File: src/hdl/arp_pkg.sv
// ----------------------------------------------------------------------------
// ARP responder package
// Field widths, status codes, opcode and register indexes shared by the
// responder and its checker.
// ----------------------------------------------------------------------------
package arp_pkg;

	localparam int HW_W    = 16;
	localparam int IP_W    = 32;
	localparam int MAC_W   = 48;
	localparam int STAT_W  = 3;
	localparam int IN_W    = 208;
	localparam int OUT_W   = 168;
	localparam int CIDX_W  = 8;
	localparam int CDATA_W = 48;

	typedef logic [STAT_W-1:0] status_t;
	typedef logic [CIDX_W-1:0] cfg_idx_t;

	localparam status_t ST_BAD_HW    = 3'd0;
	localparam status_t ST_BAD_PROTO = 3'd1;
	localparam status_t ST_NOT_OURS  = 3'd2;
	localparam status_t ST_ACCEPTED  = 3'd3;
	localparam status_t ST_REPLY     = 3'd4;

	localparam logic [HW_W-1:0] OPCODE_REQUEST = 16'h0001;

	localparam cfg_idx_t REG_HW_TYPE    = 8'd0;
	localparam cfg_idx_t REG_PROTO_TYPE = 8'd1;
	localparam cfg_idx_t REG_MY_IP      = 8'd2;
	localparam cfg_idx_t REG_MY_MAC     = 8'd3;

	localparam logic [HW_W-1:0] HW_TYPE_RESET    = 16'h0001;
	localparam logic [HW_W-1:0] PROTO_TYPE_RESET = 16'h0800;

endpackage

File: src/hdl/arp_responder_with_cache_top.sv
// ----------------------------------------------------------------------------
// ARP responder with IP-to-MAC cache
// Checks each received ARP packet, keeps a cache of sender addresses and
// builds a reply for requests aimed at the own address.
// ----------------------------------------------------------------------------
// Usage:
// The s_axis channel carries one received packet per transaction as fields.
// The m_axis channel returns exactly one result per packet: a status code,
// the cache-full flag and, for a reply, the swapped address fields.
// The cfg channel writes the expected hardware and protocol types and the
// own IP and MAC addresses; it is always ready and is to be used only
// while no packet is in flight.
// The cache IP memory is scanned one entry per cycle through its single
// read port, and a matching entry stops the scan early. One packet is
// processed at a time; a new one is accepted as soon as the previous
// result has been placed in the output register, even while that result
// waits. If the receiver stalls, the next finished result waits until the
// output register is free. Reset empties the cache by clearing the entry
// count and restores the register defaults; no clearing pass is needed.
// ----------------------------------------------------------------------------
module arp_responder_with_cache_top #(
	parameter int CACHE_ENTRIES = 16
) (
	input  logic                            clk,
	input  logic                            arst_n,
	input  logic                            s_axis_tvalid,
	output logic                            s_axis_tready,
	// hw_type, proto_type, opcode, sender_mac, sender_ip, target_mac, target_ip
	input  logic [arp_pkg::IN_W-1:0]        s_axis_tdata,
	output logic                            m_axis_tvalid,
	input  logic                            m_axis_tready,
	// status, cache_full, reply_sender_mac, reply_sender_ip,
	// reply_target_mac, reply_target_ip, four zero bits
	output logic [arp_pkg::OUT_W-1:0]       m_axis_tdata,
	input  logic                            cfg_valid,
	output logic                            cfg_ready,
	input  logic [arp_pkg::CIDX_W-1:0]      cfg_index,
	input  logic [arp_pkg::CDATA_W-1:0]     cfg_data
);
	import arp_pkg::*;

	localparam int IDX_W = (CACHE_ENTRIES > 1) ? $clog2(CACHE_ENTRIES) : 1;
	localparam int CNT_W = $clog2(CACHE_ENTRIES + 1);

	typedef enum logic [2:0] {
		S_IDLE,
		S_CHECK,
		S_SEARCH,
		S_UPDATE,
		S_OUT
	} state_t;

	state_t state_q;

	logic [HW_W-1:0]  hw_exp_q, proto_exp_q;
	logic [IP_W-1:0]  my_ip_q;
	logic [MAC_W-1:0] my_mac_q;

	logic [HW_W-1:0]  hw_q, proto_q, op_q;
	logic [MAC_W-1:0] smac_q;
	logic [IP_W-1:0]  sip_q, tip_q;

	logic [IP_W-1:0]  cache_ip  [CACHE_ENTRIES];
	logic [MAC_W-1:0] cache_mac [CACHE_ENTRIES];

	logic [CNT_W-1:0] count_q;
	logic [CNT_W-1:0] scan_q;
	logic [IP_W-1:0]  rd_data_s1;
	logic             rd_valid_s1;
	logic [IDX_W-1:0] rd_idx_s1;
	logic             hit_q;
	logic [IDX_W-1:0] hit_idx_q;
	status_t          status_q;
	logic             full_q;

	logic             issue;
	logic             for_us;
	logic             has_room;
	logic             ip_we, mac_we;
	logic [IDX_W-1:0] wr_addr;

	logic             out_valid_q;
	status_t          out_status_q;
	logic             out_full_q;
	logic [MAC_W-1:0] out_rsm_q, out_rtm_q;
	logic [IP_W-1:0]  out_rsip_q, out_rtip_q;

	assign issue    = (state_q == S_SEARCH) && (scan_q < count_q);
	assign for_us   = (tip_q == my_ip_q);
	assign has_room = (count_q < CNT_W'(CACHE_ENTRIES));

	assign ip_we   = (state_q == S_UPDATE) && !hit_q && for_us && has_room;
	assign mac_we  = (state_q == S_UPDATE) && (hit_q || (for_us && has_room));
	assign wr_addr = hit_q ? hit_idx_q : count_q[IDX_W-1:0];

	always_ff @(posedge clk) begin
		rd_data_s1 <= cache_ip[scan_q[IDX_W-1:0]];
		if (ip_we) begin
			cache_ip[wr_addr] <= sip_q;
		end
		if (mac_we) begin
			cache_mac[wr_addr] <= smac_q;
		end
	end

	always_ff @(posedge clk or negedge arst_n) begin
		if (!arst_n) begin
			hw_exp_q    <= HW_TYPE_RESET;
			proto_exp_q <= PROTO_TYPE_RESET;
			my_ip_q     <= '0;
			my_mac_q    <= '0;
		end else if (cfg_valid) begin
			unique case (cfg_index)
				REG_HW_TYPE:    hw_exp_q    <= cfg_data[HW_W-1:0];
				REG_PROTO_TYPE: proto_exp_q <= cfg_data[HW_W-1:0];
				REG_MY_IP:      my_ip_q     <= cfg_data[IP_W-1:0];
				REG_MY_MAC:     my_mac_q    <= cfg_data[MAC_W-1:0];
				default: ;
			endcase
		end
	end

	always_ff @(posedge clk) begin
		if (s_axis_tvalid && s_axis_tready) begin
			hw_q    <= s_axis_tdata[15:0];
			proto_q <= s_axis_tdata[31:16];
			op_q    <= s_axis_tdata[47:32];
			smac_q  <= s_axis_tdata[95:48];
			sip_q   <= s_axis_tdata[127:96];
			tip_q   <= s_axis_tdata[207:176];
		end
		rd_idx_s1 <= scan_q[IDX_W-1:0];
	end

	always_ff @(posedge clk or negedge arst_n) begin
		if (!arst_n) begin
			state_q      <= S_IDLE;
			count_q      <= '0;
			scan_q       <= '0;
			rd_valid_s1  <= 1'b0;
			hit_q        <= 1'b0;
			hit_idx_q    <= '0;
			status_q     <= ST_BAD_HW;
			full_q       <= 1'b0;
			out_valid_q  <= 1'b0;
			out_status_q <= ST_BAD_HW;
			out_full_q   <= 1'b0;
			out_rsm_q    <= '0;
			out_rsip_q   <= '0;
			out_rtm_q    <= '0;
			out_rtip_q   <= '0;
		end else begin
			if (m_axis_tready) begin
				out_valid_q <= 1'b0;
			end
			rd_valid_s1 <= 1'b0;
			unique case (state_q)
				S_IDLE: begin
					if (s_axis_tvalid) begin
						state_q <= S_CHECK;
					end
				end
				S_CHECK: begin
					full_q <= 1'b0;
					hit_q  <= 1'b0;
					scan_q <= '0;
					if (hw_q != hw_exp_q) begin
						status_q <= ST_BAD_HW;
						state_q  <= S_OUT;
					end else if (proto_q != proto_exp_q) begin
						status_q <= ST_BAD_PROTO;
						state_q  <= S_OUT;
					end else begin
						state_q <= S_SEARCH;
					end
				end
				S_SEARCH: begin
					if (issue) begin
						scan_q <= scan_q + CNT_W'(1);
					end
					if (rd_valid_s1 && (rd_data_s1 == sip_q)) begin
						hit_q     <= 1'b1;
						hit_idx_q <= rd_idx_s1;
						state_q   <= S_UPDATE;
					end else if (!issue && !rd_valid_s1) begin
						state_q <= S_UPDATE;
					end else begin
						rd_valid_s1 <= issue;
					end
				end
				S_UPDATE: begin
					if (!for_us) begin
						status_q <= ST_NOT_OURS;
					end else begin
						if (!hit_q) begin
							if (has_room) begin
								count_q <= count_q + CNT_W'(1);
							end else begin
								full_q <= 1'b1;
							end
						end
						status_q <= (op_q == OPCODE_REQUEST) ? ST_REPLY : ST_ACCEPTED;
					end
					state_q <= S_OUT;
				end
				S_OUT: begin
					if (!out_valid_q || m_axis_tready) begin
						out_valid_q  <= 1'b1;
						out_status_q <= status_q;
						out_full_q   <= full_q;
						if (status_q == ST_REPLY) begin
							out_rsm_q  <= my_mac_q;
							out_rsip_q <= tip_q;
							out_rtm_q  <= smac_q;
							out_rtip_q <= sip_q;
						end else begin
							out_rsm_q  <= '0;
							out_rsip_q <= '0;
							out_rtm_q  <= '0;
							out_rtip_q <= '0;
						end
						state_q <= S_IDLE;
					end
				end
				default: state_q <= S_IDLE;
			endcase
		end
	end

	assign s_axis_tready = (state_q == S_IDLE);
	assign cfg_ready     = 1'b1;
	assign m_axis_tvalid = out_valid_q;
	assign m_axis_tdata  = {4'b0000, out_rtip_q, out_rtm_q, out_rsip_q, out_rsm_q,
		out_full_q, out_status_q};

endmodule

File: config.mk
export PLATFORM = sky130hd
export DESIGN_NAME = arp_responder_with_cache_top
export DESIGN_NICKNAME = d
export VERILOG_FILES = /design/src/hdl/arp_pkg.sv /design/src/hdl/arp_responder_with_cache_top.sv
export SDC_FILE = /design/constraint.sdc
export NUM_CORES = 1
export LEC_CHECK = 0
export BUFFER_PORTS_ARGS = -buffer_cell sky130_fd_sc_hd__buf_4
export CAP_MARGIN = 15
export CORE_UTILIZATION = 45
export DETAILED_ROUTE_END_ITERATION = 10
export PLACE_DENSITY = 0.7
export RECOVER_POWER = 25
export SYNTH_ARGS = -nofsm -noshare
export SYNTH_HDL_FRONTEND = slang
export SYNTH_SLANG_ARGS = --single-unit
File: constraint.sdc
create_clock -name clk -period 14.9 [get_ports clk]
set_input_delay 2.98 -clock clk [delete_from_list [all_inputs] [get_ports clk]]
set_output_delay 2.98 -clock clk [all_outputs]
set_load 0.02 [all_outputs]
==> impl_metrics.ini <==
[status]
status = finished with violations
violations = capacitance limit, slew limit

[route]
firstDrtPassIters = 7
drc_errors = 0
final_antenna_net_count = 0
drt_iter0_markers = 1526
finalWirelength_mm = 87.6
avgRoutedWirePerCell_um = 23.6
vias = 20100
viasPerCell = 5.41

[timing]
period_share = 0.384
hold_violations = 0
worst_hold_slack_ns = 0.478
fin_ws_ns = 9.18
slew_headroom = -1.40
rsz0062_at_grt = false
worst_pin_slew_ns = 3.60
fin_skew_ns = 0.0343
tns_ns = 0
min_period_ns = 5.72
finalSetupViolCount = 0
maxSlewViolCount = 76
max_freq_ghz = 0.175

[logic_synthesis]
synthDistinctLibCells = 46
netlist_instances = 2124
ys_top_cells_by_area = edfxtp_1 54%, dfrtp_1 20%, mux4_2 9.6%
syn_area_um2 = 37500
avgSynthCellArea_um2 = 17.6
ys_ff_latch = 1000
synth_top_area_frac = 0.539
synth-main-ff-cell = edfxtp_1
synth_largest_area_cell = edfxtp_1
yosysWarnings = 0
synthArstFlopShare = 0.296
synth-edff-count = 672
seq_area_frac_synth = 0.754

[hold_path]
hold_path.class = reg -> reg

[power_and_ir_drop]
peakVddDrop_v = 0.0000967
power_leakage_nw = 16.5
cellPowerDensity_nw_per_um2 = 134
power_mw = 6.04

[clock_network]
post_cts_buffers = 0
cts_htree_levels = 3
cts_tree = done
cts_hold_buffers = 0
post_cts_resized = 0
cts_root_buffer = clkbuf_16
cts.path.max_buffers = 3
clock-sinks = 1000
cts_buffers = 102
clock_latency_ns = 0.65
cts.clk_slew.worst_paths_ns = 0.06

[global_routing]
global_route.overflow_total = 0
grt_pass1_vias = 21400
antenna_found_initial = 3
grt_pass1_wl_mm = 132
grt_max_degree = 120
grt_use_total = 0.209

[job]
drv_cap = 1

[cells_and_area]
most-common-layout-cells = 672 x edfxtp_1, 421 x buf_4, 336 x nand2_1, 292 x dfrtp_1, 168 x o21ai_0
nets = 2821
syn_to_final_growth_pct = 20.3
drive_above_1_share = 0.338
final_common_cell = edfxtp_1
fin_cells = 3706
fill_cells = 6390

[place]
dp_cells = 3510
post-dp-hpwl_mm = 52.8
dp_slack_ns = 8.48
place_congestion = 0.813
place.port_buffers = 386

[setup_path]
crit_slowest_cell = buf_4
crit_family = buffers and inverters
cpMostUsedCell = buf_4
cp_num_buf_inv = 3
cp.arrival_ns = 6.19
worstSetupStartpointType = primary input
critPathMaxFanout = 119
required_ns = 15.37
max_stage_delay_ns = 0.95
critPathKind = in -> reg
cp_cell_sequence = buf_4 > nand2b_1 > nand3_4 > buf_4 > buf_4 > o21ai_0
critPathCaptureType = flop

[die]
fp.dieH_um = 290
io_pins = 440
core_area_um2 = 82200
start_util = 0.455
die_area_um2 = 84400
rows = 105
die_x_um = 290
-- path summary, 6_finish.rpt --
check | from | endpoint | slack (ns) | cells after the start
setup / recovery | m_axis_tready | out_rtm_q[3]$_DFFE_PN0P_ | 9.18 | 6
hold / removal | out_rtip_q[10]$_DFFE_PN0P_ | out_rtip_q[10]$_DFFE_PN0P_ | 0.48 | 2
setup reg to reg | scan_q[1]$_DFFE_PN0P_ | rd_data_s1[16]$_DFF_P_ | 9.92 | 3
hold reg to reg | out_rtip_q[10]$_DFFE_PN0P_ | out_rtip_q[10]$_DFFE_PN0P_ | 0.48 | 2
max in group asynchronous | arst_n | out_rtip_q[21]$_DFFE_PN0P_ | 10.25 | 3
min in group asynchronous | arst_n | out_rsip_q[12]$_DFFE_PN0P_ | 2.36 | 1
-- through the flow --
step / area [um^2] / utilization
detailed placement: 41700 / 0.506
global route: 45100 / 0.548
CTS: 45000 / 0.548
global placement: 41700 / 0.506
floorplan: 37500 / -
finish: 45100 / 0.548
-- cell families after synthesis --
group                      count (synthesis)  synth area share
DFF                                     1000             0.754
and+or+nand+nor                          429            0.0495
muxes                                    276             0.131
AOI/OAI and AO/OA                        187            0.0263
buffers and inverters                    125            0.0141
xor gates and xnor gates                  99            0.0232
adders and majority gates                  6           0.00200
other                                      2          0.000201
-- per-layer routing --
metal  track usage  part of all wire
met1         0.270              0.39
met2         0.339              0.49
met3        0.0576             0.083
met4        0.0781             0.036
met5             0           0.00015
-- power breakdown --
group          switching [mW]  internal [mW]  total [mW]
clock                    1.06           1.50        2.56
sequential             0.0946           3.11        3.20
combinational           0.184         0.0899       0.274
total                    1.34           4.70        6.04
-- sequential cells by signal, summed over array words and instances, names as in the netlist, 48 cells and up --
register   count
cache_ip     512
smac_q        48
my_mac_q      48
out_rsm_q     48
out_rtm_q     48
-- cell type report --
| cell class | instances | area, um^2 | area share |
|---|---|---|---|
| Clock buffer | 130 | 2750 | 0.0610 |
| Inverter | 12 | 45.0 | 0.000999 |
| Antenna cell | 2 | 5.00 | 0.000111 |
| Tap cell | 1070 | 1340 | 0.0297 |
| Timing Repair Buffer | 428 | 3240 | 0.0719 |
| Multi-Input combinational cell | 1002 | 8820 | 0.196 |
| Clock inverter | 62 | 633 | 0.0140 |
| Sequential cell | 1000 | 28200 | 0.627 |
-- synth_stat cells, types with 6 or more instances --
| cell type | count |
|---|---|
| dfxtp_1 | 32 |
| buf_4 | 6 |
| buf_2 | 11 |
| nand2_1 | 336 |
| edfxtp_1 | 672 |
| clkbuf_1 | 81 |
| o21ai_0 | 168 |
| ha_1 | 6 |
| nor4_1 | 16 |
| buf_1 | 12 |
| mux4_2 | 160 |
| xnor2_1 | 99 |
| mux2_2 | 116 |
| nand3_1 | 10 |
| nor3_1 | 14 |
| nor2_1 | 6 |
| nand4_1 | 29 |
| dfrtp_1 | 294 |
| inv_1 | 12 |
-- worst register-to-register path: cells and delay by family (launching register included) --
family                 cells  cell delay (ns)
DFF                        1             2.76
buffers and inverters      1             1.12
muxes                      2             0.95
Power figures use the tool's default switching activity.
